[src/sv/cau_pkg.sv]
package cau_pkg;

    // operand format
    localparam int DATA_WIDTH = 32;
    localparam int FRAC_BITS  = 16;
    localparam int W2         = 2 * DATA_WIDTH;
    localparam int THR_WIDTH  = 16;

    // operation codes
    localparam logic [2:0] FUNC_ADD = 3'd0;
    localparam logic [2:0] FUNC_SUB = 3'd1;
    localparam logic [2:0] FUNC_MUL = 3'd2;
    localparam logic [2:0] FUNC_DIV = 3'd3;
    localparam logic [2:0] FUNC_MAG = 3'd4;

    // saturation limits
    localparam logic [DATA_WIDTH-1:0] MAX_POS = {1'b0, {(DATA_WIDTH-1){1'b1}}};
    localparam logic [DATA_WIDTH-1:0] MIN_NEG = {1'b1, {(DATA_WIDTH-1){1'b0}}};

    typedef struct packed {
        logic [2:0]                   func;
        logic signed [DATA_WIDTH-1:0] a_real;
        logic signed [DATA_WIDTH-1:0] a_imag;
        logic signed [DATA_WIDTH-1:0] b_real;
        logic signed [DATA_WIDTH-1:0] b_imag;
    } t_in_item;

    typedef struct packed {
        logic signed [DATA_WIDTH-1:0] res_real;
        logic signed [DATA_WIDTH-1:0] res_imag;
        logic                         div_zero;
        logic                         overflow;
    } t_out_item;

    // registered products
    typedef struct packed {
        logic [2:0]                   func;
        logic                         dz;
        logic signed [DATA_WIDTH-1:0] a_real;
        logic signed [DATA_WIDTH-1:0] a_imag;
        logic signed [DATA_WIDTH-1:0] b_real;
        logic signed [DATA_WIDTH-1:0] b_imag;
        logic signed [W2-1:0]         p_rr;
        logic signed [W2-1:0]         p_ii;
        logic signed [W2-1:0]         p_ri;
        logic signed [W2-1:0]         p_ir;
        logic signed [W2-1:0]         p_brr;
        logic signed [W2-1:0]         p_bii;
        logic signed [W2-1:0]         p_arr;
        logic signed [W2-1:0]         p_aii;
    } t_prod;

    // one long-division lane
    typedef struct packed {
        logic [W2-1:0]         rem;
        logic [DATA_WIDTH-1:0] lo;
        logic [DATA_WIDTH-1:0] q;
    } t_lane;

    // state carried through the iteration stages
    typedef struct packed {
        logic [2:0]            func;
        logic [DATA_WIDTH-1:0] res_real;
        logic [DATA_WIDTH-1:0] res_imag;
        logic                  dz;
        logic                  ovf;
        logic                  neg_r;
        logic                  neg_i;
        logic                  big_r;
        logic                  big_i;
        t_lane                 lane_r;
        t_lane                 lane_i;
        logic [W2-1:0]         den;
        logic [W2-1:0]         sq_n;
        logic [DATA_WIDTH+2:0] sq_rem;
        logic [DATA_WIDTH-1:0] sq_root;
    } t_iter;

endpackage

[src/sv/cau_prep.sv]
module cau_prep import cau_pkg::*; (
    input  logic  i_clk,
    input  logic  i_rst_n,
    input  logic  i_en,
    input  logic  i_valid,
    input  t_prod i_data,
    output logic  o_valid,
    output t_iter o_data
);

    logic                     r_valid;
    t_iter                    r_data;
    t_iter                    n_data;
    logic signed [W2:0]       sum_re;
    logic signed [W2:0]       sum_im;
    logic signed [W2:0]       dif_re;
    logic signed [W2:0]       dif_im;
    logic signed [W2:0]       mul_re;
    logic signed [W2:0]       mul_im;
    logic signed [W2:0]       num_re;
    logic signed [W2:0]       num_im;
    logic [W2-1:0]            abs_re;
    logic [W2-1:0]            abs_im;
    logic [W2+FRAC_BITS-1:0]  dvd_re;
    logic [W2+FRAC_BITS-1:0]  dvd_im;
    logic [W2-1:0]            den;
    logic [DATA_WIDTH:0]      f_re;
    logic [DATA_WIDTH:0]      f_im;

    // saturate a wide signed value, overflow flag on top
    function automatic logic [DATA_WIDTH:0] fit(input logic signed [W2:0] x);
        logic ok;
        ok = (&x[W2:DATA_WIDTH-1]) | ~(|x[W2:DATA_WIDTH-1]);
        if (ok) begin
            fit = {1'b0, x[DATA_WIDTH-1:0]};
        end else begin
            fit = {1'b1, x[W2] ? MIN_NEG : MAX_POS};
        end
    endfunction

    // sums, products and division setup
    always_comb begin
        sum_re = (W2+1)'(i_data.a_real) + (W2+1)'(i_data.b_real);
        sum_im = (W2+1)'(i_data.a_imag) + (W2+1)'(i_data.b_imag);
        dif_re = (W2+1)'(i_data.a_real) - (W2+1)'(i_data.b_real);
        dif_im = (W2+1)'(i_data.a_imag) - (W2+1)'(i_data.b_imag);
        mul_re = (W2+1)'(i_data.p_rr) - (W2+1)'(i_data.p_ii);
        mul_im = (W2+1)'(i_data.p_ri) + (W2+1)'(i_data.p_ir);
        mul_re = mul_re >>> FRAC_BITS;
        mul_im = mul_im >>> FRAC_BITS;
        num_re = (W2+1)'(i_data.p_rr) + (W2+1)'(i_data.p_ii);
        num_im = (W2+1)'(i_data.p_ir) - (W2+1)'(i_data.p_ri);
        abs_re = W2'(num_re[W2] ? -num_re : num_re);
        abs_im = W2'(num_im[W2] ? -num_im : num_im);
        dvd_re = {abs_re, {FRAC_BITS{1'b0}}};
        dvd_im = {abs_im, {FRAC_BITS{1'b0}}};
        den    = i_data.p_brr[W2-1:0] + i_data.p_bii[W2-1:0];
    end

    // select per operation
    always_comb begin
        f_re = '0;
        f_im = '0;
        case (i_data.func)
            FUNC_ADD: begin
                f_re = fit(sum_re);
                f_im = fit(sum_im);
            end
            FUNC_SUB: begin
                f_re = fit(dif_re);
                f_im = fit(dif_im);
            end
            FUNC_MUL: begin
                f_re = fit(mul_re);
                f_im = fit(mul_im);
            end
            FUNC_DIV: begin
                f_re = {1'b0, i_data.a_real};
                f_im = {1'b0, i_data.a_imag};
            end
            default: begin
                f_re = '0;
                f_im = '0;
            end
        endcase

        n_data           = '0;
        n_data.func      = i_data.func;
        n_data.dz        = i_data.dz;
        n_data.res_real  = f_re[DATA_WIDTH-1:0];
        n_data.res_imag  = f_im[DATA_WIDTH-1:0];
        n_data.ovf       = f_re[DATA_WIDTH] | f_im[DATA_WIDTH];
        n_data.neg_r     = num_re[W2];
        n_data.neg_i     = num_im[W2];
        n_data.big_r     = W2'(dvd_re[W2+FRAC_BITS-1:DATA_WIDTH]) >= den;
        n_data.big_i     = W2'(dvd_im[W2+FRAC_BITS-1:DATA_WIDTH]) >= den;
        n_data.lane_r.rem = W2'(dvd_re[W2+FRAC_BITS-1:DATA_WIDTH]);
        n_data.lane_r.lo  = dvd_re[DATA_WIDTH-1:0];
        n_data.lane_i.rem = W2'(dvd_im[W2+FRAC_BITS-1:DATA_WIDTH]);
        n_data.lane_i.lo  = dvd_im[DATA_WIDTH-1:0];
        n_data.den       = den;
        n_data.sq_n      = i_data.p_arr[W2-1:0] + i_data.p_aii[W2-1:0];
    end

    always_ff @(posedge i_clk) begin
        if (!i_rst_n) begin
            r_valid <= 1'b0;
        end else if (i_en) begin
            r_valid <= i_valid;
        end
    end

    always_ff @(posedge i_clk) begin
        if (i_en) begin
            r_data <= n_data;
        end
    end

    assign o_valid = r_valid;
    assign o_data  = r_data;

endmodule

[config.mk]
export PLATFORM = sky130hd
export DESIGN_NAME = cau_prep
export DESIGN_NICKNAME = d
export VERILOG_FILES = /design/src/sv/cau_pkg.sv /design/src/sv/cau_prep.sv
export SDC_FILE = /design/constraint.sdc
export NUM_CORES = 2
export LEC_CHECK = 0
export ABC_AREA = 1
export BUFFER_PORTS_ARGS = -buffer_cell sky130_fd_sc_hd__buf_2
export CAP_MARGIN = 20
export CORE_AREA = 2 2 452 454
export DETAILED_ROUTE_END_ITERATION = 8
export DIE_AREA = 0 0 454 456
export PLACE_DENSITY = 0.48
export SLEW_MARGIN = 20
export SYNTH_ARGS = -nofsm -noshare
export SYNTH_HDL_FRONTEND = slang
export SYNTH_SLANG_ARGS = --single-unit
[constraint.sdc]
create_clock -name i_clk -period 12.2 [get_ports i_clk]
set_input_delay 3.05 -clock i_clk [delete_from_list [all_inputs] [get_ports i_clk]]
set_output_delay 3.05 -clock i_clk [all_outputs]
set_load 0.05 [all_outputs]
Yosys cells after proc, flatten, opt, wreduce, memory -nomap -nowiden

Cells that the tools add are included.

Bits in registers: 330
Bits of input ports: 648
Output and inout port bits: 525
Word-level logic and storage cells: 75

Add/subtract/negate cells: 12
$lt $le $gt $ge: 2
Eq/ne operators: 3
Mux-type cells: 16
Bitwise gates (word level): 13
Reduce and logical (&&, ||, !) cells: 13

Operators by type and width:

| kind                                          | count |
|---|---|
| one-hot mux 33 bit (4 select lines)           | 2 |
| 2-to-1 mux 33 bit                             | 6 |
| 2-to-1 mux 32 bit                             | 6 |
| AND reduction 34 bit                          | 4 |
| OR reduction 34 bit                           | 4 |
| adder 64 x 64 -> 65 bit                       | 2 |
| subtractor 64 x 64 -> 65 bit                  | 2 |
| adder 64 bit                                  | 2 |
| greater-or-equal comparator 48 x 64 -> 1 bit  | 2 |
| 2-to-1 mux 64 bit                             | 2 |
| negation 64 bit                               | 2 |
| adder 32 x 32 -> 33 bit                       | 2 |
| subtractor 32 x 32 -> 33 bit                  | 2 |
| AND reduction 18 bit                          | 2 |
| OR reduction 18 bit                           | 2 |
| bitwise OR 1 bit                              | 7 |
| == test 3 x 2 -> 1 bit, second input constant | 2 |
| inverter 1 bit                                | 6 |
| == test 3 x 1 -> 1 bit, second input constant | 1 |
| zero test 3 bit                               | 1 |

Depth between registers and ports, before layout

Word-level depth: 7
Depth in mapped cells: 36
Mapped depth without buffers: 35

Worst setup path before layout

No wires, ideal clock.

Kind: in2reg
From: input i_data[256] (netlist bit)
To: register r_data, in the netlist o_data[451] (data pin)
Library setup time: 0.256 ns
Data arrival time: 6.572 ns
Required time: 11.944 ns
Setup slack: 5.371 ns
Stages on the path: 31
Path buffers: 0
Cell sequence: inv_1 > ha_1 > fa_1 > inv_1 > nand3_1 > nand2_1 > nand2_2 > nand2_4 > nand2_2 > nand2_2 > xor2_2 > nand2_1 > nor2_2 > inv_2 > nor2_4 > nand3_4 > clkinv_1 > nand2_1 > nor2_1 > nand3_1 > nand3_1 > nand2_1 > ha_1 > a21oi_1 > o21ai_0 > a211oi_1 > nand2_1 > a211oi_1 > nand2_1 > a31oi_1 > nor2_1

RTL lines:

| element              | line            | RTL |
|---|---|---|
| start, declared      | cau_prep.sv:6   | `input t_prod i_data,` |
| end signal, assigned | cau_prep.sv:115 | `r_data <= n_data;` |
| end, declared        | cau_prep.sv:12  | `t_iter r_data;` |

==> impl_metrics.env <==
export IMPL_wire_per_inst_um=29.0
export IMPL_cp_slowest_cell="nand2_2"
export IMPL_synth_async_reset_ratio_pct=0
export IMPL_layout_nets=12379
export IMPL_rsz0062_at_grt="no"
export IMPL_clk_pin_slew_worst_paths_ns=0.07
export IMPL_antenna_found_initial=39
export IMPL_grt_start_max_net_pins=115
export IMPL_slowest_delay_ns=0.55
export IMPL_path_common_cell="nand2_1"
export IMPL_core_area_mm2=0.202
export IMPL_fin_area_mm2=0.0688
export IMPL_setup_viol=0
export IMPL_clock_latency_ns=0.73
export IMPL_route_detailed_drc=0
export IMPL_reg2reg_depth=2
export IMPL_cts_tree="yes"
export IMPL_grt_overflow=0
export IMPL_fin_util_pct=34.1
export IMPL_netlist_area_mm2=0.0602
export IMPL_slew_viol_final=0
export IMPL_cts_sinks=330
export IMPL_worstPathMaxFanout=32
export IMPL_postRouteAntennaNets=0
export IMPL_fp_dieW_um=454
export IMPL_drive_above_1_share_pct=11.3
export IMPL_cts_hold_buf=0
export IMPL_leakage_nw=36.7
export IMPL_io_buffers=977
export IMPL_worst_setup_path_end_kind="flop"
export IMPL_fin_tns_setup_ns=0
export IMPL_grt_pass1_vias=68281
export IMPL_dp_hpwl_um=356000
export IMPL_synth_edf_count=329
export IMPL_start_util_pct=29.8
export IMPL_ys_seq_area_share_pct=16.5
export IMPL_die_area_mm2=0.207
export IMPL_startpoint_type="input pin"
export IMPL_vias=71736
export IMPL_grt_pass1_wl_um=535000
export IMPL_cts_root_buffer_cell="clkbuf_16"
export IMPL_arrival_ns=9.69
export IMPL_vdd_drop_max_mv=0.0837
export IMPL_syn_to_final_growth_pct=14.3
export IMPL_ioPinCount=1173
export IMPL_hp_class="flop to flop"
export IMPL_clock_skew_ns=0
export IMPL_cp_data_required_time_ns=12.74
export IMPL_fp_row_count=165
export IMPL_wirelength_um=401000
export IMPL_slew_headroom_pct=8.07
export IMPL_yosys_most_used_dff="edfxtp_1"
export IMPL_routabilityCongestion=1.06
export IMPL_avgSynthCellArea_um2=5.86
export IMPL_die_y_um=456
export IMPL_hold_viol_final=0
export IMPL_cts_made_buffers=48
export IMPL_holdWs_ns=0.547
export IMPL_cts_buffer_depth=3
export IMPL_track_usage_pct=36.9
export IMPL_drt_iter0_drc=6638
export IMPL_synthCells=10264
export IMPL_hold_depth=2
export IMPL_synth_seq_cells=330
export IMPL_vias_per_cell=5.18
export IMPL_synth_cell_type_count=66
export IMPL_max_cap_violations=0
export IMPL_status="completed"
export IMPL_period_needed_ns=9.15
export IMPL_drt_pre_antenna_iters=6
export IMPL_worst_pin_slew_ns=1.37
export IMPL_critPathKind="input pin to flop"
export IMPL_dpl_cell_count=13737
export IMPL_cts_resized=0
export IMPL_post_cts_buffers=0
export IMPL_period_share_pct=75.0
export IMPL_stdcell_count=13850
export IMPL_htreeDepth=2
export IMPL_power_density_mw_per_mm2=123
export IMPL_yosysWarnings=0
export IMPL_place_area_mm2=0.0670
export IMPL_max_clock_freq_mhz=109
worst max-delay path, delay by kind of cell:
family                     cells  cell delay, ns
and+or+nand+nor               17            3.39
buffers and inverters          5            1.04
adders and majority gates      3            0.86
AOI/OAI and AO/OA              5            0.78
xor gates and xnor gates       1            0.53
power by group:
part / total, mW / switching [mW] / internal, mW
sequential: 1.71 / 0.172 / 1.53
combinational: 5.12 / 3.92 / 1.20
clock: 1.60 / 0.689 / 0.913
cell families (layout without fill, tap and decap cells):
| logic type | after synthesis | in the layout | share of synthesized area (%) |
|---|---|---|---|
| XOR/XNOR | 397 | 397 | 5.88 |
| other | 1 | 219 | 0.00623 |
| AO/OA/AOI/OAI | 1465 | 1465 | 13.6 |
| buffers and inverters | 2234 | 2930 | 15.7 |
| AND/OR/NAND/NOR | 5221 | 5221 | 35.5 |
| flip-flops | 330 | 330 | 16.5 |
| adder cells (fa/ha/maj) | 616 | 616 | 12.9 |
per-layer routing:
metal / track usage, % / share of wire [%] / routed length [um] / vias up
met5: 0 / 0.032 / 130 / -
met4: 26.0 / 8.3 / 33300 / 22
met3: 5.39 / 6.3 / 25300 / 684
met2: 60.5 / 45 / 182000 / 3142
met1: 44.2 / 40 / 160000 / 34043
li1: - / - / - / 33845
flip-flops by register name, indices dropped and copies added, names as in the netlist:
name	count
o_data	329
o_valid	1
placed cells by master, fill, tap and decap left out, types with 16 or more instances in the layout:
master     instances
a211oi_1          16
conb_1           195
a21o_1            37
a21oi_1          696
nand4_1          135
nor2_1          1198
o21ai_1           24
o21ai_0          396
nand3b_1          24
nand2_1         3084
a31oi_1           73
xnor2_1           50
diode_2           24
nand3_1          531
nand2_2           32
a221oi_1          17
nor4_1            23
ha_1             608
edfxtp_1         329
inv_2             26
xor2_1           329
buf_4             39
nor3_1           107
a21boi_0          28
o21a_1            26
o21bai_1          84
inv_1           1791
nor2_2            30
buf_2            976
o211ai_1          16
clkbuf_16         49
Yosys cell counts (all sizes together) (2+ instances only):
| library cell | number | share of area, % |
|---|---|---|
| nand2 | 3118 | 20 |
| inv | 1817 | 11 |
| nor2 | 1239 | 8.0 |
| a21oi | 702 | 5.9 |
| ha | 608 | 13 |
| nand3 | 542 | 4.6 |
| o21ai | 427 | 3.6 |
| buf | 358 | 3.9 |
| xor2 | 343 | 5.1 |
| edfxtp | 329 | 16 |
| nand4 | 137 | 1.5 |
| nor3 | 116 | 1.0 |
| o21bai | 84 | 1.0 |
| a31oi | 73 | 0.76 |
| xnor2 | 54 | 0.79 |
| clkbuf | 52 | 0.35 |
| a21o | 37 | 0.46 |
| a21boi | 31 | 0.39 |
| o21a | 26 | 0.32 |
| nand3b | 25 | 0.32 |
| nor4 | 24 | 0.26 |
| a221oi | 17 | 0.25 |
| o211ai | 17 | 0.22 |
| a211oi | 16 | 0.20 |
| and2 | 11 | 0.11 |
| o2111ai | 10 | 0.15 |
| o31ai | 10 | 0.12 |
| fa | 8 | 0.27 |
| clkinv | 7 | 0.044 |
| o221ai | 6 | 0.087 |
| or2 | 5 | 0.052 |
| a41oi | 3 | 0.044 |
| a2111oi | 2 | 0.029 |
final cells by class:
cell class | count | area [um^2]
Timing Repair Buffer | 1017 | 5210
Antenna cell | 24 | 60.1
Clock inverter | 37 | 477
Fill cell | 23059 | 133000
Sequential cell | 330 | 9900
Inverter | 1824 | 6850
Tap cell | 2672 | 3340
Multi-Input combinational cell | 7894 | 41700
Clock buffer | 52 | 1240
stage by stage:
step | power (mW) | worst slack [ns]
after floorplan | 4.72 | 5.37
after global placement | 6.75 | 2.63
after detailed placement | 6.74 | 2.69
after CTS | 8.37 | 3.43
after global routing | 8.77 | 2.95
final | 8.43 | 3.05
final timing paths:
path	start	to	slack, ns
worst min register to register	o_valid	o_valid	0.55
worst max-delay path	i_data[256]	o_data[451]	3.05
worst min-delay path	o_valid	o_valid	0.55
worst max register to register	o_valid	o_valid	11.54
No activity file was read; power rests on OpenSTA's default activity.
