File: config.mk
export PLATFORM = sky130hd
export DESIGN_NAME = cau_final
export DESIGN_NICKNAME = d
export VERILOG_FILES = /design/src/sv/cau_pkg.sv /design/src/sv/cau_final.sv
export SDC_FILE = /design/constraint.sdc
export NUM_CORES = 1
export LEC_CHECK = 0
export ABC_AREA = 1
export BUFFER_PORTS_ARGS = -buffer_cell sky130_fd_sc_hd__buf_4
export CORE_AREA = 2 2 231 233
export DETAILED_ROUTE_END_ITERATION = 8
export DIE_AREA = 0 0 233 235
export PLACE_DENSITY_LB_ADDON = 0.25
export SYNTH_ARGS = -nofsm -noshare
export SYNTH_HDL_FRONTEND = slang
export SYNTH_SLANG_ARGS = --single-unit
File: constraint.sdc
create_clock -name i_clk -period 3.45 [get_ports i_clk]
set_input_delay 1.035 -clock i_clk [delete_from_list [all_inputs] [get_ports i_clk]]
set_output_delay 1.035 -clock i_clk [all_outputs]
set_load 0.01 [all_outputs]
File: src/sv/cau_pkg.sv
package cau_pkg;

    // operand format
    localparam int DATA_WIDTH = 32;
    localparam int FRAC_BITS  = 16;
    localparam int W2         = 2 * DATA_WIDTH;
    localparam int THR_WIDTH  = 16;

    // operation codes
    localparam logic [2:0] FUNC_ADD = 3'd0;
    localparam logic [2:0] FUNC_SUB = 3'd1;
    localparam logic [2:0] FUNC_MUL = 3'd2;
    localparam logic [2:0] FUNC_DIV = 3'd3;
    localparam logic [2:0] FUNC_MAG = 3'd4;

    // saturation limits
    localparam logic [DATA_WIDTH-1:0] MAX_POS = {1'b0, {(DATA_WIDTH-1){1'b1}}};
    localparam logic [DATA_WIDTH-1:0] MIN_NEG = {1'b1, {(DATA_WIDTH-1){1'b0}}};

    typedef struct packed {
        logic [2:0]                   func;
        logic signed [DATA_WIDTH-1:0] a_real;
        logic signed [DATA_WIDTH-1:0] a_imag;
        logic signed [DATA_WIDTH-1:0] b_real;
        logic signed [DATA_WIDTH-1:0] b_imag;
    } t_in_item;

    typedef struct packed {
        logic signed [DATA_WIDTH-1:0] res_real;
        logic signed [DATA_WIDTH-1:0] res_imag;
        logic                         div_zero;
        logic                         overflow;
    } t_out_item;

    // registered products
    typedef struct packed {
        logic [2:0]                   func;
        logic                         dz;
        logic signed [DATA_WIDTH-1:0] a_real;
        logic signed [DATA_WIDTH-1:0] a_imag;
        logic signed [DATA_WIDTH-1:0] b_real;
        logic signed [DATA_WIDTH-1:0] b_imag;
        logic signed [W2-1:0]         p_rr;
        logic signed [W2-1:0]         p_ii;
        logic signed [W2-1:0]         p_ri;
        logic signed [W2-1:0]         p_ir;
        logic signed [W2-1:0]         p_brr;
        logic signed [W2-1:0]         p_bii;
        logic signed [W2-1:0]         p_arr;
        logic signed [W2-1:0]         p_aii;
    } t_prod;

    // one long-division lane
    typedef struct packed {
        logic [W2-1:0]         rem;
        logic [DATA_WIDTH-1:0] lo;
        logic [DATA_WIDTH-1:0] q;
    } t_lane;

    // state carried through the iteration stages
    typedef struct packed {
        logic [2:0]            func;
        logic [DATA_WIDTH-1:0] res_real;
        logic [DATA_WIDTH-1:0] res_imag;
        logic                  dz;
        logic                  ovf;
        logic                  neg_r;
        logic                  neg_i;
        logic                  big_r;
        logic                  big_i;
        t_lane                 lane_r;
        t_lane                 lane_i;
        logic [W2-1:0]         den;
        logic [W2-1:0]         sq_n;
        logic [DATA_WIDTH+2:0] sq_rem;
        logic [DATA_WIDTH-1:0] sq_root;
    } t_iter;

endpackage

File: src/sv/cau_final.sv
module cau_final import cau_pkg::*; (
    input  logic      i_clk,
    input  logic      i_rst_n,
    input  logic      i_en,
    input  logic      i_valid,
    input  t_iter     i_data,
    output logic      o_valid,
    output t_out_item o_data
);

    logic                r_valid;
    t_out_item           r_data;
    t_out_item           n_data;
    logic [DATA_WIDTH:0] q_re;
    logic [DATA_WIDTH:0] q_im;

    // apply sign to a quotient magnitude and saturate
    function automatic logic [DATA_WIDTH:0] sat_q(input logic [DATA_WIDTH-1:0] q,
                                                  input logic neg, input logic big);
        if (neg) begin
            if (big || q > MIN_NEG) begin
                sat_q = {1'b1, MIN_NEG};
            end else begin
                sat_q = {1'b0, -q};
            end
        end else begin
            if (big || q > MAX_POS) begin
                sat_q = {1'b1, MAX_POS};
            end else begin
                sat_q = {1'b0, q};
            end
        end
    endfunction

    // finish divide and magnitude, pass the rest
    always_comb begin
        q_re            = sat_q(i_data.lane_r.q, i_data.neg_r, i_data.big_r);
        q_im            = sat_q(i_data.lane_i.q, i_data.neg_i, i_data.big_i);
        n_data.res_real = i_data.res_real;
        n_data.res_imag = i_data.res_imag;
        n_data.div_zero = i_data.dz;
        n_data.overflow = i_data.ovf;
        case (i_data.func)
            FUNC_DIV: begin
                if (!i_data.dz) begin
                    n_data.res_real = q_re[DATA_WIDTH-1:0];
                    n_data.res_imag = q_im[DATA_WIDTH-1:0];
                    n_data.overflow = q_re[DATA_WIDTH] | q_im[DATA_WIDTH];
                end
            end
            FUNC_MAG: begin
                n_data.res_real = i_data.sq_root[DATA_WIDTH-1] ? MAX_POS : i_data.sq_root;
                n_data.res_imag = '0;
                n_data.overflow = i_data.sq_root[DATA_WIDTH-1];
            end
            default: begin
                n_data.div_zero = i_data.dz;
            end
        endcase
    end

    always_ff @(posedge i_clk) begin
        if (!i_rst_n) begin
            r_valid <= 1'b0;
        end else if (i_en) begin
            r_valid <= i_valid;
        end
    end

    always_ff @(posedge i_clk) begin
        if (i_en) begin
            r_data <= n_data;
        end
    end

    assign o_valid = r_valid;
    assign o_data  = r_data;

endmodule

# [After elaboration in Yosys (flattened, before gate mapping)]
# Cells that the tools add are included.
[op_classes] add_sub_neg=2 order_cmp=4 eq_ne=2 muxes=11 bitwise=1 n_reduce_logical=4
[op_table] cell="2-to-1 mux 33 bit" count=6
[op_table] cell="case mux 64 bit (2 select lines)" count=1
[op_table] cell="greater-than comparator 32 x 31 -> 1 bit (second input constant)" count=2
[op_table] cell="greater-than comparator 32 bit (second input constant)" count=2
[op_table] cell="2-to-1 mux 64 bit" count=1
[op_table] cell="negation 32 bit" count=2
[op_table] cell="2-to-1 mux 31 bit" count=1
[op_table] cell="logical OR 1 bit" count=4
[op_table] cell="== test 3 x 2 -> 1 bit (second input constant)" count=1
[op_table] cell="== test 3 bit (second input constant)" count=1
[op_table] cell="case mux 1 bit (2 select lines)" count=1
[op_table] cell="2-to-1 mux 1 bit" count=1
[op_table] cell="OR 1 bit" count=1
[word_totals] register_bits=67 output_inout_bits=67 word_cells=29

# [Longest topological paths before layout]
# Gate-level depths: netlist of the first run.
[logic_depth] ltp_word=7 ltp_mapped=14 mapped_depth_nobuf=14

# [Least setup slack after synthesis of the first run]
# No wires, ideal clock.
[synth_path] kind="input port to flip-flop" start="in i_data[323] (netlist name)" end="reg r_data (netlist bit o_data[0]) (data pin)" t_arrival_ns=2.273 required_time_ns=3.191 setup_slack_ns=0.918 stages=12 n_path_buf=1 cell_sequence="inv_1 ha_1 nand3_4 nor2_4 nand3_4 inv_4 nand2_4 nand3_4 buf_12 nand4_1 nand2_1 nand3_1"
[synth_lines] item="start: declaration" line="cau_final.sv:6" rtl="input t_iter i_data,"
[synth_lines] item="end signal: assignment" line="cau_final.sv:72" rtl="r_data <= n_data;"
[synth_lines] item="end: declaration" line="cau_final.sv:12" rtl="t_out_item r_data;"

==> flow_summary.json, run 1 <==
{
  "outcome": "complete, no violations",
  "track_usage": 0.128,
  "criticalPathCategory": "input pin to flop",
  "cp-startpoint": "i_data[323]",
  "hold_buffers": 0,
  "routed-via-count": 7846,
  "worstPathMaxFanout": 14,
  "hold_violations": 0,
  "min_to": "o_valid",
  "synth_flop_cell": "edfxtp_1",
  "cts_buffer_depth": 2,
  "nNetsFinal": 1842,
  "p_sw_uw": 997,
  "fin_ws_ns": 0.633,
  "firstDrtPassIters": 6,
  "setup_viol": 0,
  "ant_nets": 0,
  "synth.distinct_cells": 42,
  "clock_power_share": 0.339,
  "cts_tree": "done",
  "ys_seq_area_frac": 0.300,
  "r2r_start": "o_valid",
  "fin_crit_ns": 2.82,
  "die_h_um": 235,
  "hold_class": "flop to flop",
  "syn_nets": 1623,
  "rows": 84,
  "clock-sinks": 67,
  "min_from": "o_valid",
  "synthCells": 1093,
  "gp_congestion": 0.838,
  "cts_made_buffers": 9,
  "power.internal_uw": 1930,
  "drive_gt1_frac": 0.248,
  "tns_ns": 0,
  "crit_required_ns": 3.54,
  "synth_area_per_cell_um2": 6.11,
  "cts_resized": 0,
  "die_x_um": 233,
  "arrival_ns": 2.91,
  "ys_ff_latch": 67,
  "power.total_uw": 2930,
  "routed_wire_length_per_instance_um": 17.6,
  "rsz0062_at_grt": "no",
  "grt_pass1_vias": 7816,
  "ff2ff_path_depth": 2,
  "finClkSkew_ns": 0,
  "syn2layout_area_growth_pct": 42.9,
  "utilization": 0.183,
  "grt_start_max_net_pins": 56,
  "start_kind": "input pin",
  "place_ws_ns": 0.255,
  "relSlewSlack": 0.277,
  "switching_share": 0.341,
  "max_cap_viol_count": 0,
  "fmax_mhz": 355,
  "drt-vias-per-instance": 3.91,
  "seqPwrFrac": 0.348,
  "first_iter_violations": 455,
  "max-vdd-ir-drop_uv": 218,
  "post-route-drc-count": 0,
  "die-area_um2": 54800,
  "synth-edff-count": 66,
  "tightest_slew_ns": 1.09,
  "pwr-share-comb": 0.312,
  "dp_hpwl_um": 28500,
  "cts.clk_slew.worst_paths_ns": 0.07,
  "top_level_ports": 595,
  "cts_max_level": 3,
  "synthArstFlopShare": 0,
  "leakage_uw": 0.00425,
  "grt_pass1_wl_um": 51300,
  "netlist_area_um2": 6680,
  "cts_setup_buffers": 0,
  "p_per_area_nw_per_um2": 307,
  "coreArea_um2": 52200,
  "start_util": 0.128,
  "cts-root-buf": "clkbuf_16",
  "grt_antenna_before_repair": 3,
  "cp-end-kind": "flop",
  "clk_latency_ns": 0.35,
  "drv_slew": 0,
  "grt-ovfl-total": 0,
  "numPortBuffers": 239,
  "rrSetupSlack_ns": 2.81,
  "wl_um": 35300,
  "reg2reg_to": "o_valid",
  "whs_path_depth": 2,
  "fin_crit_sh": 0.817,
  "yosys_warnings": 0
}
-- worst max-delay path: stages --
cell and delay (ns):
buf_4 0.08, inv_1 0.06, ha_1 0.26, nand3_4 0.13, nor2_4 0.08, nand3_4 0.14
inv_4 0.05, a21oi_2 0.60, o21ai_1 0.29, nand2_1 0.11, nand3_1 0.07
-- Yosys cell counts, types with 6 or more instances --
cell,instances,area [um^2]
buf_2,9,45.0
nand2_2,6,37.5
edfxtp_1,66,1980
o21bai_1,10,75.1
inv_1,102,383
inv_2,7,26.3
nor2_2,12,75.1
o21ai_1,17,85.1
nor3_1,7,35.0
nand2_1,341,1280
clkbuf_1,24,90.1
nand3_1,110,551
o21ai_0,107,536
a21oi_1,34,170
nand4_1,11,68.8
nor2_4,10,113
or2_2,6,37.5
nor2_1,163,612
-- sequential cells by signal (all words and copies together), names as in the netlist --
signal,cells
o_data,66
o_valid,1
-- routing by layer --
metal / up-vias / share of wire / track usage
li1: 3998 / - / -
met1: 3581 / 0.45 / 0.163
met2: 234 / 0.48 / 0.217
met3: 29 / 0.056 / 0.0300
met4: 4 / 0.020 / 0.0282
met5: - / 0.00068 / 0
-- power by group through the flow --
stage / registers, uW / logic, uW / clock network (uW)
global placement: 1040 / 937 / 0
finish: 1020 / 915 / 993
global route: 1030 / 1010 / 1060
CTS: 1020 / 941 / 1030
detailed placement: 1030 / 939 / 0
floorplan: 1080 / 357 / 0
-- placed cells by master (no fill, tap or decap), types with 3 or more instances in the layout --
cell,netlist,layout
a21oi_1,34,34
buf_4,2,254
clkbuf_16,0,9
clkinv_2,0,3
edfxtp_1,66,66
inv_1,102,102
inv_2,7,6
nand2_1,341,341
nand2_2,6,6
nand3_1,110,109
nand3_2,4,5
nand3_4,3,3
nand3b_1,3,3
nand4_1,11,11
nor2_1,163,163
nor2_2,12,12
nor2_4,10,10
nor3_1,7,7
o211ai_1,5,5
o21ai_0,107,107
o21ai_1,17,17
o21bai_1,10,10
o22ai_1,3,3
or2_2,6,6
xor2_1,5,5
-- final cells by class --
| cell class | instances | area (um^2) |
|---|---|---|
| antenna | 2 | 5.00 |
| clock buffer | 9 | 225 |
| clock inverter | 7 | 76.3 |
| fill | 5982 | 42700 |
| inverter | 111 | 420 |
| multi-input combinational | 867 | 4000 |
| sequential | 67 | 2000 |
| tap | 688 | 861 |
| timing repair buffer | 256 | 1950 |
-- cells by family after synthesis --
kind of cell,synth area share
simple gates,0.445
compound gates,0.143
buf+inv,0.102
flops,0.300
xor+xnor,0.00656
fa+ha+maj,0.00375
-- worst max-delay path by stage --
stage / to / cells after the start
after floorplan: o_data[0] / 12
after global placement: o_data[40] / 11
after detailed placement: o_data[40] / 11
after CTS: o_data[40] / 11
after global routing: o_data[60] / 14
final: o_data[40] / 11
-- metrics by stage --
stage / instance area [um^2] / instances / hold slack (ns)
floorplan: 6680 / 1093 / 0.555
finish: 9540 / 2007 / 0.552
global placement: 9230 / 1989 / 0.535
global route: 9530 / 2005 / 0.617
CTS: 9530 / 2005 / 0.558
detailed placement: 9230 / 1989 / 0.545
(Power assumes the default switching activity.)
==> inputs of run 2 (changes only) <==
Settings changed: ABC_AREA 1 to 0, CORE_AREA 2 2 231 233 to 2 2 232 234, DIE_AREA 0 0 233 235 to 0 0 234 236.
Clock period 3.45 ns to 2.9 ns, I/O delays scaled along.
==> flow_summary.json, run 2 <==
{
  "synth_area_leaders": "edfxtp_1 38%, a21oi_1 5.0%, nand2_1 4.1%",
  "firstDrtPassIters": 5,
  "die_h_um": 236,
  "final_cell_mix": "362 x buf_4, 66 x edfxtp_1, 57 x nand2_1",
  "cts_tree": "done",
  "first_iter_violations": 460,
  "grt_antenna_before_repair": 2,
  "cp_num_buf_inv": 2,
  "cts_max_level": 3,
  "cts_made_buffers": 9,
  "rrSetupSlack_ns": 2.31,
  "max-vdd-ir-drop_uv": 310,
  "synthCells": 646,
  "die_x_um": 234,
  "top_level_ports": 595,
  "utilization": 0.172,
  "dpl_cell_area_um2": 8750,
  "wl_um": 31600,
  "finClkSkew_ns": 0,
  "synth.most_common_cell": "edfxtp_1",
  "synth.distinct_cells": 61,
  "max_cap_viol_count": 0,
  "drv_slew": 0,
  "ys_seq_area_frac": 0.379,
  "cp-end-kind": "flop",
  "rows": 85,
  "grt_pass1_wl_um": 45200,
  "pwr-share-comb": 0.270,
  "whs_path_depth": 2,
  "largest_register_ffs": 66,
  "die-area_um2": 55200,
  "relSlewSlack": 0.256,
  "yosysTopAreaCell": "edfxtp_1",
  "clock-sinks": 67,
  "tightest_slew_ns": 1.11,
  "syn2layout_area_growth_pct": 72.8,
  "crit_path_top_delay_cell": "or4_4",
  "synthArstFlopShare": 0,
  "crit_top_cell": "buf_4",
  "hold_violations": 0,
  "p_sw_uw": 1030,
  "routed-via-count": 6690,
  "p_per_area_nw_per_um2": 388,
  "min_from": "o_valid",
  "grt_start_max_net_pins": 50,
  "gp_congestion": 0.812,
  "tns_ns": 0,
  "seqPwrFrac": 0.342,
  "dp_hpwl_um": 25400,
  "coreArea_um2": 53100,
  "outcome": "complete, no violations",
  "final_common_cell": "buf_4",
  "start_util": 0.0996,
  "cts_setup_buffers": 0,
  "cts-root-buf": "clkbuf_16",
  "syn_nets": 1176,
  "track_usage": 0.113,
  "synth_flop_cell": "edfxtp_1",
  "drive_gt1_frac": 0.415,
  "arrival_ns": 2.94,
  "fin_crit_sh": 0.956,
  "holdWs_ns": 0.524,
  "crit_required_ns": 3.07,
  "synth-edff-count": 66,
  "grt-ovfl-total": 0,
  "grt_pass1_vias": 6674,
  "hold_class": "flop to flop",
  "clock_power_share": 0.387,
  "r2r_start": "o_valid",
  "design_area_um2": 9130,
  "setup_viol": 0,
  "nNetsFinal": 1500,
  "netlist_area_um2": 5290,
  "cts_buffer_depth": 2,
  "ant_nets": 0,
  "fmax_mhz": 361,
  "cp_top_family": "simple AND/OR/NAND/NOR gates",
  "worstPathMaxFanout": 4,
  "clk_latency_ns": 0.37,
  "fin_crit_ns": 2.77,
  "yosys.area.top_type_share": 0.375,
  "start_kind": "input pin",
  "switching_share": 0.292,
  "ys_ff_latch": 67,
  "synth_area_per_cell_um2": 8.18,
  "min_to": "o_valid",
  "routed_wire_length_per_instance_um": 18.9,
  "criticalPathCategory": "input pin to flop",
  "drt-vias-per-instance": 4.00,
  "cp_num_cells": 7,
  "cp_slowest_stage_delay_ns": 0.57,
  "reg2reg_to": "o_valid",
  "leakage_uw": 0.00358,
  "yosys_warnings": 0,
  "path_cells": "buf_4 -> or4_4 -> or4_1 -> nor4b_2 -> buf_4 -> xnor2_1 -> a2bb2oi_1",
  "cts.clk_slew.worst_paths_ns": 0.07,
  "ff2ff_path_depth": 2,
  "post-route-drc-count": 0,
  "numPortBuffers": 239,
  "power.internal_uw": 2510,
  "synth_commonest_cells": "66 x edfxtp_1, 58 x nand2_1, 54 x nor2_1"
}
==> run 2: cell types whose count changed after synthesis, moves of 24 or more <==
| cell | delta |
|---|---|
| nand2_1 | -283 |
| nor2_1 | -109 |
| inv_1 | -92 |
| o21ai_0 | -87 |
| nand3_1 | -84 |
| nor3_1 | +31 |
| a31oi_1 | +27 |
| clkbuf_1 | +24 |
==> run 2: timing repair <==
action	CTS	global route
hold buffers	0	0
pin swaps	0	1
gates cloned	0	0
gates resized for setup	1	4
endpoints found under the setup margin	1	7
==> run 2: power groups by stage <==
stage,Combinational [uW],Clock (uW),Sequential [uW]
final,957,1370,1210
after global routing,1040,1460,1220
after CTS,975,1450,1220
after detailed placement,971,0,1230
after global placement,972,0,1240
after floorplan,271,0,1270
==> run 2: final cells by class <==
type / instances / area (um^2)
Clock buffer: 12 / 246
Tap cell: 696 / 871
Timing Repair Buffer: 365 / 2780
Antenna cell: 2 / 5.00
Fill cell: 6013 / 43900
Multi-Input combinational cell: 516 / 3090
Clock inverter: 4 / 98.8
Sequential cell: 67 / 2000
Inverter: 11 / 41.3
==> run 2: worst reg2reg max path, stage by stage, from the launching register on <==
cell	delay, ns
dfxtp_1	0.31
mux2i_1	0.12
nor2b_1	0.06
==> run 2: metrics by stage <==
step | total power [uW] | setup slack [ns] | cells
final | 3540 | 0.128 | 1673
after global routing | 3730 | -0.000254 | 1672
after CTS | 3640 | 0.0314 | 1671
after detailed placement | 2200 | -0.365 | 1655
after global placement | 2210 | -0.413 | 1655
after floorplan | 1540 | 0.0368 | 646
==> run 2: logic make-up after synthesis <==
family                   synth area share
AND/OR/NAND/NOR                     0.256
AO/OA/AOI/OAI                       0.301
flip-flops                          0.379
buffers and inverters              0.0469
multiplexers                      0.00947
XOR/XNOR                          0.00331
adder cells (fa/ha/maj)           0.00473
==> run 2: worst max path at each step <==
stage                      from    endpoint  slack, ns
floorplan           i_data[205]  o_data[18]       0.04
global placement    i_data[205]  o_data[33]      -0.41
detailed placement  i_data[205]  o_data[33]      -0.37
CTS                 i_data[205]  o_data[32]       0.03
global route        i_data[195]  o_data[24]    -0.0003
finish              i_data[205]  o_data[33]       0.13
==> run 2: per-layer routing <==
layer	vias up	routed length [um]	track usage	share of wire
met5	-	16	0	0.00051
met4	2	473	0.0280	0.015
met3	25	3080	0.0424	0.097
met2	284	14900	0.186	0.47
met1	3172	13100	0.137	0.42
li1	3207	-	-	-
==> inputs of run 3 (changes only) <==
--- a/config.mk
+++ b/config.mk
@@ -12,3 +12,2 @@
 export DIE_AREA = 0 0 234 236
-export PLACE_DENSITY_LB_ADDON = 0.25
 export SYNTH_ARGS = -nofsm -noshare
==> constraint.sdc (replaced) <==
create_clock -name i_clk -period 2.9 [get_ports i_clk]
set_input_delay 0.145 -clock i_clk [delete_from_list [all_inputs] [get_ports i_clk]]
set_output_delay 0.145 -clock i_clk [all_outputs]
set_load 0.01 [all_outputs]
==> flow_summary.json, run 3 (synthesis results as in run 2) <==
{
  "track_usage": 0.106,
  "grt_start_max_net_pins": 59,
  "cts_made_buffers": 9,
  "outcome": "complete, no violations",
  "tns_ns": 0,
  "rsz0062_at_grt": "no",
  "hold_class": "input pin to flop",
  "fin_ws_ns": 0.611,
  "grt_pass1_wl_um": 42100,
  "die_x_um": 234,
  "criticalPathCategory": "input pin to flop",
  "grt_pass1_vias": 6220,
  "cp_num_buf_inv": 3,
  "cts_tree": "done",
  "syn2layout_area_growth_pct": 58.7,
  "leakage_uw": 0.00312,
  "cts_buffer_depth": 2,
  "grt-ovfl-total": 0,
  "relSlewSlack": 0.349,
  "final_cell_mix": "279 x buf_4, 66 x edfxtp_1, 58 x nand2_1",
  "design_area_um2": 8390,
  "ant_nets": 0,
  "routed-via-count": 6568,
  "finClkSkew_ns": 0,
  "setup_viol": 0,
  "ff2ff_path_depth": 2,
  "nNetsFinal": 1417,
  "cts-root-buf": "clkbuf_16",
  "start_kind": "input pin",
  "cts_resized": 0,
  "diodes": 0,
  "fin_crit_ns": 2.29,
  "rows": 85,
  "gp_congestion": 0.881,
  "top_level_ports": 595,
  "grt_antenna_before_repair": 1,
  "coreArea_um2": 53100,
  "tightest_slew_ns": 0.974,
  "cp_slowest_stage_delay_ns": 0.45,
  "r2r_start": "o_valid",
  "reg2reg_to": "o_valid",
  "first_iter_violations": 455,
  "max_cap_viol_count": 0,
  "worstPathMaxFanout": 19,
  "p_per_area_nw_per_um2": 383,
  "place_ws_ns": 0.236,
  "routed_wire_length_per_instance_um": 18.9,
  "cts_max_level": 3,
  "rrSetupSlack_ns": 2.31,
  "die_h_um": 236,
  "crit_path_top_delay_cell": "a31o_2",
  "arrival_ns": 2.53,
  "clk_latency_ns": 0.36,
  "crit_required_ns": 3.14,
  "min_to": "o_data[1]",
  "path_cells": "buf_4 -> inv_1 -> ha_1 -> nor3b_1 -> and3_1 -> nand4_1 -> a31o_2 -> o31ai_1 -> buf_4",
  "drive_gt1_frac": 0.357,
  "die-area_um2": 55200,
  "drt-vias-per-instance": 4.14,
  "numPortBuffers": 239,
  "cp_top_family": "compound AO/OA/AOI/OAI gates",
  "crit_top_cell": "buf_4",
  "whs_path_depth": 1,
  "dp_hpwl_um": 24000,
  "wl_um": 30000,
  "cts.clk_slew.worst_paths_ns": 0.06,
  "hold_violations": 0,
  "num-fill-cells": 6024,
  "cp-end-kind": "flop",
  "clock-sinks": 67,
  "post-route-drc-count": 0,
  "final_common_cell": "buf_4",
  "dpl_cell_area_um2": 8110,
  "multi_input_area_um2": 3060,
  "max-vdd-ir-drop_uv": 235,
  "drv_slew": 0,
  "fmax_mhz": 437,
  "firstDrtPassIters": 5,
  "min_from": "i_data[456]",
  "largest_register_ffs": 66,
  "register_area_um2": 2000,
  "start_util": 0.0996,
  "fin_crit_sh": 0.789
}
run 3: layout make-up:
class                      instances  area share
multi-input combinational        516       0.365
timing repair buffer             282       0.256
sequential                        67       0.239
tap                              696       0.104
clock buffer                      10      0.0273
clock inverter                     6     0.00492
inverter                          11     0.00492
run 3: worst max-delay path by stage:
| stage | to | startpoint | slack (ns) | cells after the start |
|---|---|---|---|---|
| after floorplan | o_data[59] | i_data[346] | 0.72 | 7 |
| after global placement | o_data[25] | i_data[195] | 0.15 | 9 |
| after detailed placement | o_data[25] | i_data[195] | 0.24 | 9 |
| after CTS | o_data[25] | i_data[195] | 0.62 | 9 |
| after global routing | o_data[25] | i_data[195] | 0.46 | 9 |
| final | o_data[25] | i_data[195] | 0.61 | 9 |
run 3: stage by stage:
stage               hold WS [ns]  total power, uW  std cells   util
finish                    0.0226             3210       1588  0.158
detailed placement         0.376             2140       1571  0.153
global placement           0.367             2140       1571  0.153
floorplan                  0.244             1540        646      -
CTS                      0.00326             3280       1588  0.158
global route             0.00920             3360       1588  0.158
run 3: power by group:
part           internal (uW)  switching, uW  total, uW
Clock                    579            513       1090
Sequential              1180           38.2       1210
Combinational            413            490        902
Total                   2170           1040       3210
run 3: what timing repair did:
item                      CTS  global route
hold buffers                1             0
hold endpoints to repair    1             0
buffers inserted            0             0
run 3: per-layer routing:
metal | part of all wire | vias up | global-route usage
li1 | - | 3033 | -
met1 | 0.40 | 3129 | 0.128
met2 | 0.48 | 379 | 0.178
met3 | 0.10 | 25 | 0.0336
met4 | 0.018 | 2 | 0.0299
met5 | 0.00043 | - | 0
